$ cat src/hdl/cvk_pkg.sv
// Shared types, constants and round functions for the keystream block generator.
// Used by every module of the block; depends on nothing.
package cvk_pkg;

    typedef logic [31:0] t_word;
    typedef logic [15:0][31:0] t_state;

    // Configuration register indexes (paddr[5:3]).
    localparam logic [2:0] REG_KEY_01   = 3'd0;
    localparam logic [2:0] REG_KEY_23   = 3'd1;
    localparam logic [2:0] REG_KEY_45   = 3'd2;
    localparam logic [2:0] REG_KEY_67   = 3'd3;
    localparam logic [2:0] REG_NONCE_01 = 3'd4;
    localparam logic [2:0] REG_NONCE_2  = 3'd5;

    localparam t_word CONST_0 = 32'h6F6C6C76;
    localparam t_word CONST_1 = 32'h6D2D6B65;
    localparam t_word CONST_2 = 32'h79323178;
    localparam t_word CONST_3 = 32'h21212121;

    localparam int ROT_A = 13;
    localparam int ROT_B = 9;
    localparam int ROT_C = 5;
    localparam int ROT_D = 11;

    typedef struct packed {
        logic [7:0][31:0] key;
        logic [2:0][31:0] nonce;
    } t_cfg;

    // Head of the input queue as seen by the round engine.
    typedef struct packed {
        logic  valid;
        t_word counter;
    } t_qhead;

    // Finished block handed from the round engine to the output stage.
    typedef struct packed {
        logic   load;
        t_state words;
    } t_block;

    function automatic t_word rotl(input t_word v, input int n);
        t_word r;
        r = (v << n) | (v >> (32 - n));
        return r;
    endfunction

    function automatic logic [3:0][31:0] qround(input t_word a, input t_word b,
                                                input t_word c, input t_word d);
        t_word ta;
        t_word tb;
        t_word tc;
        t_word td;
        ta = a;
        tb = b;
        tc = c;
        td = d;
        ta = ta + tb; td = rotl(td ^ ta, ROT_A);
        tc = tc + td; tb = rotl(tb ^ tc, ROT_B);
        ta = ta + tb; td = rotl(td ^ ta, ROT_C);
        tc = tc + td; tb = rotl(tb ^ tc, ROT_D);
        return {td, tc, tb, ta};
    endfunction

    // One column round or one diagonal round: four independent quarter rounds.
    function automatic t_state half_round(input t_state s, input logic diag);
        t_state r;
        logic [3:0][31:0] q;
        r = s;
        if (!diag) begin
            for (int i = 0; i < 4; i++) begin
                q = qround(s[i], s[4 + i], s[8 + i], s[12 + i]);
                r[i]      = q[0];
                r[4 + i]  = q[1];
                r[8 + i]  = q[2];
                r[12 + i] = q[3];
            end
        end else begin
            for (int i = 0; i < 4; i++) begin
                q = qround(s[i], s[4 + ((i + 1) % 4)], s[8 + ((i + 2) % 4)],
                           s[12 + ((i + 3) % 4)]);
                r[i]                  = q[0];
                r[4 + ((i + 1) % 4)]  = q[1];
                r[8 + ((i + 2) % 4)]  = q[2];
                r[12 + ((i + 3) % 4)] = q[3];
            end
        end
        return r;
    endfunction

    function automatic t_state init_state(input t_cfg cfg, input t_word counter);
        t_state s;
        s[0] = CONST_0;
        s[1] = CONST_1;
        s[2] = CONST_2;
        s[3] = CONST_3;
        for (int i = 0; i < 8; i++) begin
            s[4 + i] = cfg.key[i];
        end
        s[12] = counter;
        s[13] = cfg.nonce[0];
        s[14] = cfg.nonce[1];
        s[15] = cfg.nonce[2];
        return s;
    endfunction

endpackage

$ cat src/hdl/cvk_front.sv
// Input side: a two-entry queue of block counters in front of the round engine.
// Depends on cvk_pkg.
module cvk_front (
    input  logic            i_clk,
    input  logic            i_rst_n,
    input  logic            push,
    output logic            full,
    input  logic [31:0]     i_block_counter,
    output cvk_pkg::t_qhead o_head,
    input  logic            i_take
);

    logic [1:0][31:0] r_data;
    logic             r_wptr;
    logic             r_rptr;
    logic [1:0]       r_count;
    logic             do_push;
    logic             do_pop;

    assign full    = (r_count == 2'd2);
    assign do_push = push && !full;
    assign do_pop  = i_take && (r_count != 2'd0);

    always_ff @(posedge i_clk) begin
        if (!i_rst_n) begin
            r_wptr  <= 1'b0;
            r_rptr  <= 1'b0;
            r_count <= 2'd0;
        end else begin
            if (do_push) begin
                r_wptr <= !r_wptr;
            end
            if (do_pop) begin
                r_rptr <= !r_rptr;
            end
            case ({do_push, do_pop})
                2'b10:   r_count <= r_count + 2'd1;
                2'b01:   r_count <= r_count - 2'd1;
                default: r_count <= r_count;
            endcase
        end
    end

    always_ff @(posedge i_clk) begin
        if (do_push) begin
            r_data[r_wptr] <= i_block_counter;
        end
    end

    assign o_head.valid   = (r_count != 2'd0);
    assign o_head.counter = r_data[r_rptr];

endmodule

$ cat config.mk
export PLATFORM = sky130hd
export DESIGN_NAME = cvk_front
export DESIGN_NICKNAME = d
export VERILOG_FILES = /design/src/hdl/cvk_pkg.sv /design/src/hdl/cvk_front.sv
export SDC_FILE = /design/constraint.sdc
export NUM_CORES = 1
export LEC_CHECK = 0
export BUFFER_PORTS_ARGS = -buffer_cell sky130_fd_sc_hd__buf_2
export CAP_MARGIN = 25
export CORE_MARGIN = 2
export CORE_UTILIZATION = 45
export DETAILED_ROUTE_END_ITERATION = 10
export PLACE_DENSITY = 0.73
export SETUP_SLACK_MARGIN = 0.5
export SYNTH_ARGS = -nofsm -noshare
export SYNTH_HDL_FRONTEND = slang
export SYNTH_SLANG_ARGS = --single-unit
$ cat constraint.sdc
create_clock -name i_clk -period 2 [get_ports i_clk]
set_input_delay 0.3 -clock i_clk [delete_from_list [all_inputs] [get_ports i_clk]]
set_output_delay 0.3 -clock i_clk [all_outputs]
set_load 0.05 [all_outputs]
==> metrics <==
Async SR Flop Fraction=0; status=finished, final reports clean; Slowest-stage cell, CP=dfxtp_4; HP Class=in -> reg; fin crit period=about 1.7 ns; GR Layer Usage met1=0.170; GPL Wtd Cong=about 0.76; leakage power=between 1 and 1.5 nW; WP buf/inv=2; synthesized cell area=between 2000 and 3000 sq um; Hold-fix buffers, CTS=0; DR DRC count=0; crit path cell chain=buf_16, mux2_2, buf_4; Max FO, Critical Path=16; row cnt=27; Power Total=just over 5 mW; Main synth FF type=edfxtp_1; slew at the pin closest to its max-slew limit=between 0.2 and 0.3 ns; GRT Max-Usage Layer=met2; dpl hpwl=between 2000 and 2500 um; Post-Synthesis Cells=approximately 130; global route total overflow=0; WP data required=around 1.7 ns; gr usage total=0.147; Layout Nets=about 250; Yosys top cell by area=edfxtp_1; Initial DRT Pass Iterations=4; Die Footprint=just over 6000 sq um; largest net degree at the start of global routing=33; met3 Use GR=0.0529; max incr delay on CP=approximately 0.4 ns; Syn-to-layout area delta=38.6%; met2 GRT Util=0.226; clk_lat worst skew=about 0.33 ns; Hold Fails Final Rpt=0; port bufs=approximately 70; Slew headroom=0.832; final core utilization=0.640; most frequent cell after synthesis=edfxtp_1; initial drt markers=36; maximum vdd drop=1010 uV; CP startpoint kind=register; Area contributors post-synth=edfxtp_1 (77%), mux2_2 (7.6%), mux2_1 (6.7%), dfxtp_1 (3.2%), xnor2_1 (0.70%); Total Neg Setup Slack=0 ns; synthesized area per cell=20.1 sq um; CP Class=reg -> out; post-synthesis sequential area ratio=0.798; CTS Sinks=68; Fin Clk Skew=between 0.005 and 0.006 ns; die height=approximately 80 um; Register-to-Register Path Depth=5; #FFs+latches synth=between 60 and 70; final setup violating endpoints=0; Initial Util=0.461; WL final=4520 um; ant diodes=0; Longest Clk Path Bufs=2; vias in the first global route=approximately 1300; critical path arrival=1.43 ns; clock-pin slew on the worst setup and hold paths=roughly 0.07 ns; root buf cell=clkbuf_8; Avg WL per Cell=~16 um; Peak Freq=between 0.5 and 0.6 GHz; maxcap violations=0; Core ar.=around 5400 sq um; share of the synthesized area in the top cell type=0.766; Vias=1366; Power Density=1490 nW/um^2; syn nets=162; Final period util=0.867; I/O pin total=70; worst hold path depth=1; first-pass GRT wire length=~6300 um; TritonCTS clock tree=yes; cell family with most CP delay=flip-flops; Max H-tree Level=3; Post-synth EDFFs=64; Pins Over Slew Limit=0; Distinct cells, synth=21; Vias/cell=4.79; CP Capture Type=output port; RSZ-0062 raised after global routing=yes; initial antenna violation count=0; synth cell count leaders=edfxtp_1 (64), mux2_2 (17), mux2_1 (15), dfxtp_1 (4), inv_1 (3); fraction of layout cells with a size suffix above 1=0.620; CTS Buf Count=9; CP Depth=3; Die Wd=78.7 um; Final ANT Viol Nets=0; synth warn=0
==> layout make-up <==
type	instances	area, sq um
clock buffer	9	124
clock inverter	4	20.0
fill	391	1960
inverter	4	23.8
multi-input combinational	49	522
sequential	68	2010
tap	72	90.1
timing repair buffer	79	689
==> through the flow <==
step,instances,hold WS [ns],setup WS (ns),area (sq um)
after floorplan,125,0.399,0.368,2530
after global placement,265,0.488,0.516,3010
after global routing,285,0.135,0.205,3480
after CTS,280,0.131,0.227,3290
after detailed placement,265,0.482,0.492,3010
final,285,0.153,0.265,3480
==> layout by cell type, fill, tap and decap left out, drive strengths merged, types with 2 or more instances in the layout <==
master    instances
edfxtp           64
o21ai             2
buf              76
a21oi             2
dfxtp             4
mux2             32
or3               2
inv               3
nor2              2
clkinv            3
xnor2             2
clkinvlp          2
clkbuf           12
==> worst reg2reg max path: stages, from the launching register on <==
cell	delay [ns]
dfxtp_4	0.37
nand2b_4	0.15
inv_6	0.03
or3_4	0.34
clkinvlp_4	0.20
clkbuf_16	0.19
==> worst paths after layout <==
check                to                start  slack [ns]
max reg2reg   r_data[4]           r_count[0]        0.44
min          r_data[42]  i_block_counter[10]        0.15
min reg2reg      r_wptr               r_wptr        0.49
max          o_head[16]               r_rptr        0.27
==> cells by family (layout without fill, tap and decap cells) <==
| logic type | count (synthesis) | count (layout) | synth area share |
|---|---|---|---|
| AO/OA/AOI/OAI | 5 | 5 | 0.0110 |
| XOR/XNOR | 3 | 3 | 0.0105 |
| adder cells (fa/ha/maj) | 1 | 1 | 0.00498 |
| buffers and inverters | 8 | 96 | 0.0145 |
| flip-flops | 68 | 68 | 0.798 |
| multiplexers | 32 | 32 | 0.144 |
| AND/OR/NAND/NOR | 8 | 8 | 0.0179 |
==> routing by layer <==
layer / up-vias / wire length (um)
met5: - / 0
met4: 0 / 87
met3: 7 / 327
met2: 56 / 2210
met1: 647 / 1890
li1: 656 / -
==> power by group <==
| group | leakage, nW | switching [mW] | internal, mW |
|---|---|---|---|
| combinational | 0.622 | 1.43 | 0.998 |
| sequential | 0.633 | 0.0863 | 1.81 |
| clock | 0.0719 | 0.444 | 0.417 |
| total | 1.33 | 1.96 | 3.23 |
==> what timing repair did <==
item                                    in CTS  in global routing
setup buffers                                0                  2
endpoints found under the setup margin      65                 66
cloned                                       2                  3
gates resized for setup                     39                 23
==> state kept, by name, indices dropped and copies added (netlist names) <==
signal / cells
r_wptr: 1
r_data: 64
r_count: 2
r_rptr: 1
No activity file was read; power rests on OpenSTA's default activity.
