[config.mk]
export PLATFORM = sky130hd
export DESIGN_NAME = cvk_regs
export DESIGN_NICKNAME = d
export VERILOG_FILES = /design/src/hdl/cvk_pkg.sv /design/src/hdl/cvk_regs.sv
export SDC_FILE = /design/constraint.sdc
export NUM_CORES = 1
export LEC_CHECK = 0
export ABC_AREA = 1
export CAP_MARGIN = 20
export CELL_PAD_IN_SITES_DETAIL_PLACEMENT = 0
export CELL_PAD_IN_SITES_GLOBAL_PLACEMENT = 1
export CORE_UTILIZATION = 39
export DETAILED_ROUTE_END_ITERATION = 7
export DONT_BUFFER_PORTS = 1
export PLACE_DENSITY_LB_ADDON = 0.1
export SETUP_SLACK_MARGIN = 0.02
export SYNTH_ARGS = -nofsm -noshare
export SYNTH_HDL_FRONTEND = slang
export SYNTH_SLANG_ARGS = --single-unit
[constraint.sdc]
create_clock -name i_clk -period 1.3 [get_ports i_clk]
set_input_delay 0.195 -clock i_clk [delete_from_list [all_inputs] [get_ports i_clk]]
set_output_delay 0.195 -clock i_clk [all_outputs]
set_load 0.02 [all_outputs]
[src/hdl/cvk_pkg.sv]
// Shared types, constants and round functions for the keystream block generator.
// Used by every module of the block; depends on nothing.
package cvk_pkg;

    typedef logic [31:0] t_word;
    typedef logic [15:0][31:0] t_state;

    // Configuration register indexes (paddr[5:3]).
    localparam logic [2:0] REG_KEY_01   = 3'd0;
    localparam logic [2:0] REG_KEY_23   = 3'd1;
    localparam logic [2:0] REG_KEY_45   = 3'd2;
    localparam logic [2:0] REG_KEY_67   = 3'd3;
    localparam logic [2:0] REG_NONCE_01 = 3'd4;
    localparam logic [2:0] REG_NONCE_2  = 3'd5;

    localparam t_word CONST_0 = 32'h6F6C6C76;
    localparam t_word CONST_1 = 32'h6D2D6B65;
    localparam t_word CONST_2 = 32'h79323178;
    localparam t_word CONST_3 = 32'h21212121;

    localparam int ROT_A = 13;
    localparam int ROT_B = 9;
    localparam int ROT_C = 5;
    localparam int ROT_D = 11;

    typedef struct packed {
        logic [7:0][31:0] key;
        logic [2:0][31:0] nonce;
    } t_cfg;

    // Head of the input queue as seen by the round engine.
    typedef struct packed {
        logic  valid;
        t_word counter;
    } t_qhead;

    // Finished block handed from the round engine to the output stage.
    typedef struct packed {
        logic   load;
        t_state words;
    } t_block;

    function automatic t_word rotl(input t_word v, input int n);
        t_word r;
        r = (v << n) | (v >> (32 - n));
        return r;
    endfunction

    function automatic logic [3:0][31:0] qround(input t_word a, input t_word b,
                                                input t_word c, input t_word d);
        t_word ta;
        t_word tb;
        t_word tc;
        t_word td;
        ta = a;
        tb = b;
        tc = c;
        td = d;
        ta = ta + tb; td = rotl(td ^ ta, ROT_A);
        tc = tc + td; tb = rotl(tb ^ tc, ROT_B);
        ta = ta + tb; td = rotl(td ^ ta, ROT_C);
        tc = tc + td; tb = rotl(tb ^ tc, ROT_D);
        return {td, tc, tb, ta};
    endfunction

    // One column round or one diagonal round: four independent quarter rounds.
    function automatic t_state half_round(input t_state s, input logic diag);
        t_state r;
        logic [3:0][31:0] q;
        r = s;
        if (!diag) begin
            for (int i = 0; i < 4; i++) begin
                q = qround(s[i], s[4 + i], s[8 + i], s[12 + i]);
                r[i]      = q[0];
                r[4 + i]  = q[1];
                r[8 + i]  = q[2];
                r[12 + i] = q[3];
            end
        end else begin
            for (int i = 0; i < 4; i++) begin
                q = qround(s[i], s[4 + ((i + 1) % 4)], s[8 + ((i + 2) % 4)],
                           s[12 + ((i + 3) % 4)]);
                r[i]                  = q[0];
                r[4 + ((i + 1) % 4)]  = q[1];
                r[8 + ((i + 2) % 4)]  = q[2];
                r[12 + ((i + 3) % 4)] = q[3];
            end
        end
        return r;
    endfunction

    function automatic t_state init_state(input t_cfg cfg, input t_word counter);
        t_state s;
        s[0] = CONST_0;
        s[1] = CONST_1;
        s[2] = CONST_2;
        s[3] = CONST_3;
        for (int i = 0; i < 8; i++) begin
            s[4 + i] = cfg.key[i];
        end
        s[12] = counter;
        s[13] = cfg.nonce[0];
        s[14] = cfg.nonce[1];
        s[15] = cfg.nonce[2];
        return s;
    endfunction

endpackage

[src/hdl/cvk_regs.sv]
// APB-style configuration register file holding the key and nonce words.
// Depends on cvk_pkg.
module cvk_regs (
    input  logic          i_clk,
    input  logic          i_rst_n,
    input  logic          psel,
    input  logic          penable,
    input  logic          pwrite,
    input  logic [5:0]    paddr,
    input  logic [63:0]   pwdata,
    output logic [63:0]   prdata,
    output logic          pready,
    output cvk_pkg::t_cfg o_cfg
);

    logic [3:0][63:0] r_key;
    logic [63:0]      r_nonce_01;
    logic [31:0]      r_nonce_2;
    logic             wr_en;
    logic [2:0]       reg_idx;

    assign pready  = 1'b1;
    assign wr_en   = psel && penable && pwrite;
    assign reg_idx = paddr[5:3];

    always_ff @(posedge i_clk) begin
        if (!i_rst_n) begin
            r_key      <= '0;
            r_nonce_01 <= '0;
            r_nonce_2  <= '0;
        end else if (wr_en) begin
            case (reg_idx)
                cvk_pkg::REG_KEY_01:   r_key[0]   <= pwdata;
                cvk_pkg::REG_KEY_23:   r_key[1]   <= pwdata;
                cvk_pkg::REG_KEY_45:   r_key[2]   <= pwdata;
                cvk_pkg::REG_KEY_67:   r_key[3]   <= pwdata;
                cvk_pkg::REG_NONCE_01: r_nonce_01 <= pwdata;
                cvk_pkg::REG_NONCE_2:  r_nonce_2  <= pwdata[31:0];
                default: ;
            endcase
        end
    end

    always_comb begin
        case (reg_idx)
            cvk_pkg::REG_KEY_01:   prdata = r_key[0];
            cvk_pkg::REG_KEY_23:   prdata = r_key[1];
            cvk_pkg::REG_KEY_45:   prdata = r_key[2];
            cvk_pkg::REG_KEY_67:   prdata = r_key[3];
            cvk_pkg::REG_NONCE_01: prdata = r_nonce_01;
            cvk_pkg::REG_NONCE_2:  prdata = {32'd0, r_nonce_2};
            default:               prdata = '0;
        endcase
    end

    // Each 64-bit key register carries the lower-numbered word in its low half.
    assign o_cfg.key   = r_key;
    assign o_cfg.nonce = {r_nonce_2, r_nonce_01[63:32], r_nonce_01[31:0]};

endmodule

==> results of run 1 <==
==> registers in the layout, indices dropped and copies added, names as in the netlist <==
signal and flops:
o_cfg 256, r_nonce_01 64, r_nonce_2 32
==> cell families (layout without fill, tap and decap cells) <==
logic type | Yosys count | after routing | synth area share (%)
buffers and inverters | 372 | 962 | 9.46
AO/OA/AOI/OAI | 8 | 8 | 0.233
other | 1 | 1 | 0.0218
flip-flops | 352 | 352 | 41.0
AND/OR/NAND/NOR | 2054 | 2054 | 49.3
==> cell type report <==
type	count	share of cell area (%)
Multi-Input combinational cell	2063	34.8
Timing Repair Buffer	721	27.5
Sequential cell	352	27.2
Clock buffer	69	5.08
Tap cell	585	2.74
Inverter	164	2.38
Clock inverter	8	0.337
==> synthesized netlist by cell type, types with 6 or more instances <==
cell                         n
sky130_fd_sc_hd__nor2_1    813
sky130_fd_sc_hd__nand2_1   781
sky130_fd_sc_hd__nand3_1   362
sky130_fd_sc_hd__dfxtp_1   352
sky130_fd_sc_hd__inv_1     161
sky130_fd_sc_hd__buf_2     124
sky130_fd_sc_hd__nand4_1    88
sky130_fd_sc_hd__clkbuf_1   48
sky130_fd_sc_hd__buf_1      24
sky130_fd_sc_hd__a21oi_1     8
sky130_fd_sc_hd__buf_6       7
sky130_fd_sc_hd__nor2_4      6
==> power by group <==
| part | leakage [uW] | internal [uW] | switching [uW] |
|---|---|---|---|
| combinational | 0.00841 | 1370 | 1600 |
| clock | 0.000719 | 7500 | 4820 |
| sequential | 0.00292 | 10900 | 89.4 |
==> cells in the final DEF, fill, tap and decap left out, drive strengths merged <==
cell type       n
nor2          820
nand2         782
buf           440
nand3         364
dfxtp         352
dlygate4sd3   272
inv           162
nand4          88
clkbuf         76
clkinv          8
a21oi           8
bufinv          2
dlymetal6s4s    2
conb            1
==> layer usage <==
layer  GRT usage, %  up-vias
li1               -     9767
met1           36.3     9597
met2           51.8      785
met3           8.75      168
met4           15.5        0
met5              0        -
==> final timing paths <==
path                                                   from                           to  slack, ns  cells after the start
worst max register to register  r_nonce_01[20]$_SDFFE_PN0P_  r_nonce_01[20]$_SDFFE_PN0P_       0.44                      4
worst max-delay path             r_nonce_2[13]$_SDFFE_PN0P_                   prdata[13]      -0.24                      4
worst min-delay path                                i_rst_n      o_cfg[138]$_SDFFE_PN0P_      -0.20                      2
worst min register to register      o_cfg[208]$_SDFFE_PN0P_      o_cfg[208]$_SDFFE_PN0P_       0.55                      2
==> worst reg2reg max path, stage by stage (launching register included) <==
cell                      delay, ns
sky130_fd_sc_hd__dfxtp_2       0.34
sky130_fd_sc_hd__buf_6         0.11
sky130_fd_sc_hd__buf_6         0.13
sky130_fd_sc_hd__nor2_1        0.12
sky130_fd_sc_hd__nor2_1        0.06
==> through the flow <==
stage	std cells	power (uW)	hold slack, ns
final	3962	26300	-0.202
after global routing	3962	27100	-0.231
after CTS	3931	26200	-0.252
after detailed placement	3586	13300	0.349
after global placement	3586	13300	0.341
after floorplan	2787	12700	0.446
==> what timing repair did <==
action                     CTS  global route
resized for setup          157           341
cloned                       0            12
pin swaps                   96            88
setup endpoints to repair   93           294
setup buffers                1            15
hold buffers               269             6
hold endpoints to repair   352            84
==> impl_metrics.sql, run 1 <==
INSERT INTO impl_metrics (metric_group, metric, value, unit) VALUES
('logic_synthesis', 'synthDominantAreaCellType', 'sky130_fd_sc_hd__dfxtp_1', ''),
('worst_setup_path', 'crit_arrival', '1.35', 'ns'),
('clocking', 'cts-buffers-inserted', '42', ''),
('placement', 'placed_cell_area', '20800', 'um^2'),
('floorplan', 'core_region_area', '43300', 'um^2'),
('layout', 'flow.area_growth_from_synthesis', '55.5', '%'),
('worst_setup_path', 'cp-start-kind', 'flip-flop', ''),
('min_path', 'hold_path.class', 'in -> reg', ''),
('detailed_routing', 'wirelength', '75.5', 'mm'),
('detailed_routing', 'met2WireLength', '35.8', 'mm'),
('timing', 'fmax', '649', 'MHz'),
('detailed_routing', 'routedWlPerCell', '19.1', 'um'),
('logic_synthesis', 'synthesis.area', '17200', 'um^2'),
('timing', 'finalSetupViolations', '73', ''),
('flow_run', 'max_capacitance_violation_count', '0', ''),
('logic_synthesis', 'yosys_most_used_dff', 'sky130_fd_sc_hd__dfxtp_1', ''),
('detailed_routing', 'detail_route.iter0.violations', '1456', ''),
('worst_setup_path', 'critical-path-top-delay-family', 'simple AND/OR/NAND/NOR gates', ''),
('outcome', 'status', 'finished with violations', ''),
('logic_synthesis', 'asyncSetResetFlopFracSynth', '0', '%'),
('global_route', 'first_global_vias', '19100', ''),
('timing', 'worst_slack', '-0.240', 'ns'),
('detailed_routing', 'drt-vias-per-instance', '5.13', ''),
('timing', 'finClkSkew', '0', 'ns'),
('layout', 'area_taken_by_multi_input_logic_gates', '9290', 'um^2'),
('floorplan', 'design.die.area', '44900', 'um^2'),
('detailed_routing', 'top_layer', 'met4', ''),
('logic_synthesis', 'synth.yosys.seq_area_share', '41.0', '%'),
('layout', 'antenna_diode_count', '0', ''),
('placement', 'gpl.final_weighted_congestion', '0.870', ''),
('detailed_routing', 'detail_route.drc_violations', '0', ''),
('timing', 'hold_violations', '70', ''),
('detailed_routing', 'antenna_left', '0', ''),
('detailed_routing', 'first_pass_iters', '5', ''),
('worst_setup_path', 'crit_type', 'reg -> out', ''),
('placement', 'dp_slack', '-0.136', 'ns'),
('layout', 'final_core_util', '61.7', '%'),
('layout', 'final_non_filler_cell_area', '26700', 'um^2'),
('timing', 'tns', '-10.53', 'ns'),
('placement', 'port-buffer-count', '0', ''),
('pwr', 'p_leak', '0.0121', 'uW'),
('logic_synthesis', 'yosys.cell_types.count', '19', ''),
('clocking', 'insertion_delay', '0.55', 'ns'),
('timing', 'final.period_utilization', '118', '%'),
('outcome', 'violated_checks', 'negative hold slack, negative setup slack', ''),
('logic_synthesis', 'syn-num-nets', '2862', ''),
('global_route', 'grt_start_max_net_pins', '353', ''),
('clocking', 'clock_sinks', '352', ''),
('timing', 'holdWs', '-0.202', 'ns'),
('worst_setup_path', 'critPathMaxStageDelay', '0.32', 'ns'),
('layout', 'fin_nets', '3419', ''),
('global_route', 'antenna_found_initial', '1', ''),
('clocking', 'clock_tree_root_driver_cell', 'sky130_fd_sc_hd__clkbuf_16', ''),
('clocking', 'cts-root-to-sink-buffers', '3', ''),
('worst_setup_path', 'cp_slowest_cell', 'sky130_fd_sc_hd__dfxtp_2', ''),
('worst_setup_path', 'cp_max_fo', '2', ''),
('global_route', 'overflow', '0', ''),
('timing', 'unrepaired_setup_endpoints_after_global_routing', 'yes', ''),
('floorplan', 'initial_utilization', '39.7', '%'),
('pwr', 'worst_ir_drop_vdd', '0.000991', 'V'),
('floorplan', 'die_w', '212', 'um'),
('clocking', 'cts-htree-levels', '2', ''),
('logic_synthesis', 'synth_top_cells_by_area', 'sky130_fd_sc_hd__dfxtp_1, sky130_fd_sc_hd__nor2_1, sky130_fd_sc_hd__nand2_1', ''),
('detailed_routing', 'via_count', '20300', ''),
('timing', 'worst-slew-pin-transition', '0.740', 'ns'),
('logic_synthesis', 'synth-edff-count', '0', ''),
('layout', 'area.sequential', '7260', 'um^2'),
('logic_synthesis', 'synthCells', '2787', ''),
('layout', 'fillerInstances', '4011', ''),
('global_route', 'global_route_wire_length_before_repair', '108', 'mm'),
('global_route', 'grtUsageTotal', '31.0', '%');
Note: power is estimated with default switching activity, not from simulation.
==> run 2, diff against run 1 <==
- CORE_ASPECT_RATIO: not set -> 2
- CORE_MARGIN: not set -> 2
- HOLD_SLACK_MARGIN: not set -> 0.06
==> impl_metrics.sql, run 2 (synthesis gave the netlist of run 1 again) <==
INSERT INTO impl_metrics (metric_group, metric, value, unit) VALUES
('floorplan', 'initial_utilization', '39.6', '%'),
('placement', 'port-buffer-count', '0', ''),
('layout', 'final_core_util', '60.1', '%'),
('detailed_routing', 'wirelength', '79.1', 'mm'),
('layout', 'antenna_diode_count', '0', ''),
('layout', 'largest_register_ffs', '256', ''),
('min_path', 'holdPathStages', '2', ''),
('layout', 'drive_gt1_share', '25.5', '%'),
('outcome', 'violated_checks', 'negative hold slack, negative setup slack', ''),
('clocking', 'clock_sinks', '352', ''),
('worst_setup_path', 'critical_path.startpoint', 'o_cfg[315]$_SDFFE_PN0P_', ''),
('timing', 'finalWorstPathRequiredPeriod', '1.54', 'ns'),
('worst_setup_path', 'reg2reg_slack', '0.48', 'ns'),
('detailed_routing', 'detail_route.drc_violations', '0', ''),
('global_route', 'antenna_found_initial', '1', ''),
('worst_setup_path', 'cp_max_fo', '2', ''),
('placement', 'gpl.final_weighted_congestion', '0.855', ''),
('floorplan', 'die-height', '301', 'um'),
('clocking', 'insertion_delay', '0.54', 'ns'),
('layout', 'area.sequential', '7220', 'um^2'),
('timing', 'unrepaired_setup_endpoints_after_global_routing', 'yes', ''),
('layout', 'fin_nets', '3398', ''),
('min_path', 'hp-start', 'i_rst_n', ''),
('detailed_routing', 'antenna_left', '0', ''),
('worst_setup_path', 'cp_slowest_cell', 'sky130_fd_sc_hd__dfxtp_2', ''),
('placement', 'number_of_instances_in_the_placed_design', '3556', ''),
('worst_setup_path', 'reg2reg_from', 'o_cfg[122]$_SDFFE_PN0P_', ''),
('pwr', 'worst_ir_drop_vdd', '0.00124', 'V'),
('timing', 'worst_slack', '-0.238', 'ns'),
('global_route', 'overflow', '0', ''),
('layout', 'fillerInstances', '4135', ''),
('detailed_routing', 'via_count', '20400', ''),
('detailed_routing', 'drt-vias-per-instance', '5.23', ''),
('floorplan', 'design.die.area', '45800', 'um^2'),
('timing', 'worst-slew-pin-transition', '0.607', 'ns'),
('worst_setup_path', 'cells_along_the_critical_path', 'nand4_1 -> nand2_1 -> nor2_1 -> buf_4 -> nand2_4', ''),
('clocking', 'cts-root-to-sink-buffers', '3', ''),
('worst_setup_path', 'crit_type', 'reg -> out', ''),
('timing', 'final.period_utilization', '118', '%'),
('worst_setup_path', 'critical-path-top-delay-family', 'flip-flops', ''),
('outcome', 'status', 'finished with violations', ''),
('pwr', 'power.density', '954', 'nW/um^2'),
('layout', 'area_taken_by_multi_input_logic_gates', '9340', 'um^2'),
('timing', 'max_slew_margin', '59.5', '%'),
('timing', 'slew_violations', '0', ''),
('floorplan', 'rows', '108', ''),
('pwr', 'p_leak', '0.0119', 'uW'),
('detailed_routing', 'detail_route.iter0.violations', '1343', ''),
('global_route', 'grt_start_max_net_pins', '353', ''),
('worst_setup_path', 'crit_arrival', '1.34', 'ns'),
('floorplan', 'core_region_area', '43400', 'um^2'),
('timing', 'holdWs', '-0.193', 'ns'),
('layout', 'commonest_cells_after_routing_fill_and_taps_aside', 'sky130_fd_sc_hd__nor2_1, sky130_fd_sc_hd__nand2_1, sky130_fd_sc_hd__buf_4, sky130_fd_sc_hd__nand3_1, sky130_fd_sc_hd__dlygate4sd3_1', ''),
('timing', 'fmax', '650', 'MHz'),
('worst_setup_path', 'worst-path-buf-inv', '1', ''),
('layout', 'layout_commonest_cell', 'sky130_fd_sc_hd__nor2_1', ''),
('min_path', 'hold_path.class', 'in -> reg', ''),
('worst_setup_path', 'cp-start-kind', 'flip-flop', ''),
('detailed_routing', 'first_pass_iters', '5', ''),
('timing', 'finalSetupViolations', '73', ''),
('worst_setup_path', 'r2r_cells', '4', ''),
('flow_run', 'max_capacitance_violation_count', '0', ''),
('clocking', 'clk_pin_slew_worst_paths', '0.06', 'ns'),
('worst_setup_path', 'critPathMaxStageDelay', '0.32', 'ns'),
('layout', 'flow.area_growth_from_synthesis', '51.7', '%'),
('timing', 'hold_violations', '62', ''),
('floorplan', 'die_w', '152', 'um'),
('timing', 'finClkSkew', '0', 'ns'),
('clocking', 'cts-buffers-inserted', '36', ''),
('detailed_routing', 'routedWlPerCell', '20.3', 'um'),
('min_path', 'worstHoldEndpoint', 'o_cfg[210]$_SDFFE_PN0P_', ''),
('worst_setup_path', 'worstPathRequired', '1.11', 'ns'),
('global_route', 'grtUsageTotal', '31.2', '%'),
('pwr', 'total_power', '24900', 'uW'),
('worst_setup_path', 'crit-reg2reg-capture', 'o_cfg[122]$_SDFFE_PN0P_', ''),
('clocking', 'tritoncts', 'done', ''),
('clocking', 'clock_tree_root_driver_cell', 'sky130_fd_sc_hd__clkbuf_16', ''),
('layout', 'layoutNonFillerInstCount', '3900', ''),
('global_route', 'first_global_vias', '19300', ''),
('worst_setup_path', 'crit_path_end_kind', 'output port', ''),
('global_route', 'global_route_wire_length_before_repair', '113', 'mm'),
('placement', 'dpl.hpwl', '47.9', 'mm'),
('clocking', 'cts-htree-levels', '2', ''),
('floorplan', 'num_io_pins', '492', '');
-- run 2: changes by cell type in the layout (fill, tap and decap cells not counted), moves of 9 or more --
cell / change
sky130_fd_sc_hd__nand2_1: -14
sky130_fd_sc_hd__dfxtp_1: +44
sky130_fd_sc_hd__nand2_2: +9
sky130_fd_sc_hd__nor2_2: -14
sky130_fd_sc_hd__buf_6: -119
sky130_fd_sc_hd__dfxtp_2: -52
sky130_fd_sc_hd__buf_12: +16
sky130_fd_sc_hd__dlygate4sd3_1: -23
sky130_fd_sc_hd__buf_4: +105
-- run 2: repair_timing --
action / CTS / global route
hold buffers: 267 / 1
endpoints found under the setup margin: 75 / 244
gates resized for setup: 181 / 188
endpoints found under the hold margin: 352 / 98
gates cloned: 0 / 15
setup buffers: 2 / 16
pin swaps: 112 / 96
-- run 2: worst register-to-register path, cell delays in order (launching register included) --
cell	delay (ns)
sky130_fd_sc_hd__dfxtp_2	0.33
sky130_fd_sc_hd__buf_6	0.11
sky130_fd_sc_hd__buf_6	0.13
sky130_fd_sc_hd__nor2_1	0.10
sky130_fd_sc_hd__nor2_1	0.05
-- run 2: cell type report --
class,instances,area share [%]
multi-input combinational,2063,35.8
clock buffer,52,4.15
clock inverter,13,0.495
sequential,352,27.7
timing repair buffer,706,26.7
inverter,164,2.44
tap,550,2.64
-- run 2: worst max-delay path by stage --
stage | endpoint | depth (start not counted)
after CTS | prdata[27] | 5
after global placement | prdata[59] | 8
after floorplan | prdata[20] | 8
after detailed placement | o_cfg[97]$_SDFFE_PN0P_ | 7
after global routing | prdata[27] | 5
final | prdata[27] | 5
-- run 2: layer usage --
metal | vias to the layer above | track usage (%) | wire, um
met5 | - | 0 | 16
met4 | 2 | 17.0 | 4750
met3 | 212 | 7.47 | 6290
met2 | 840 | 57.8 | 40800
met1 | 9634 | 32.3 | 27200
li1 | 9708 | - | -
-- run 2: stage by stage --
step	TNS [ns]	setup WS, ns	hold WS (ns)	instance area, um^2
6_report	-9.81	-0.238	-0.193	26100
3_3_place_gp	-8.85	-0.105	0.351	20900
3_5_place_dp	-13.15	-0.126	0.358	20900
2_1_floorplan	-0.0194	-0.00265	0.446	17400
5_1_grt	-12.82	-0.286	-0.214	26100
4_1_cts	-11.21	-0.257	-0.216	25300
-- run 2: where the power goes --
part           switching [uW]  internal (uW)
logic                    1620           1330
clock network            4710           6220
registers                84.3          10900
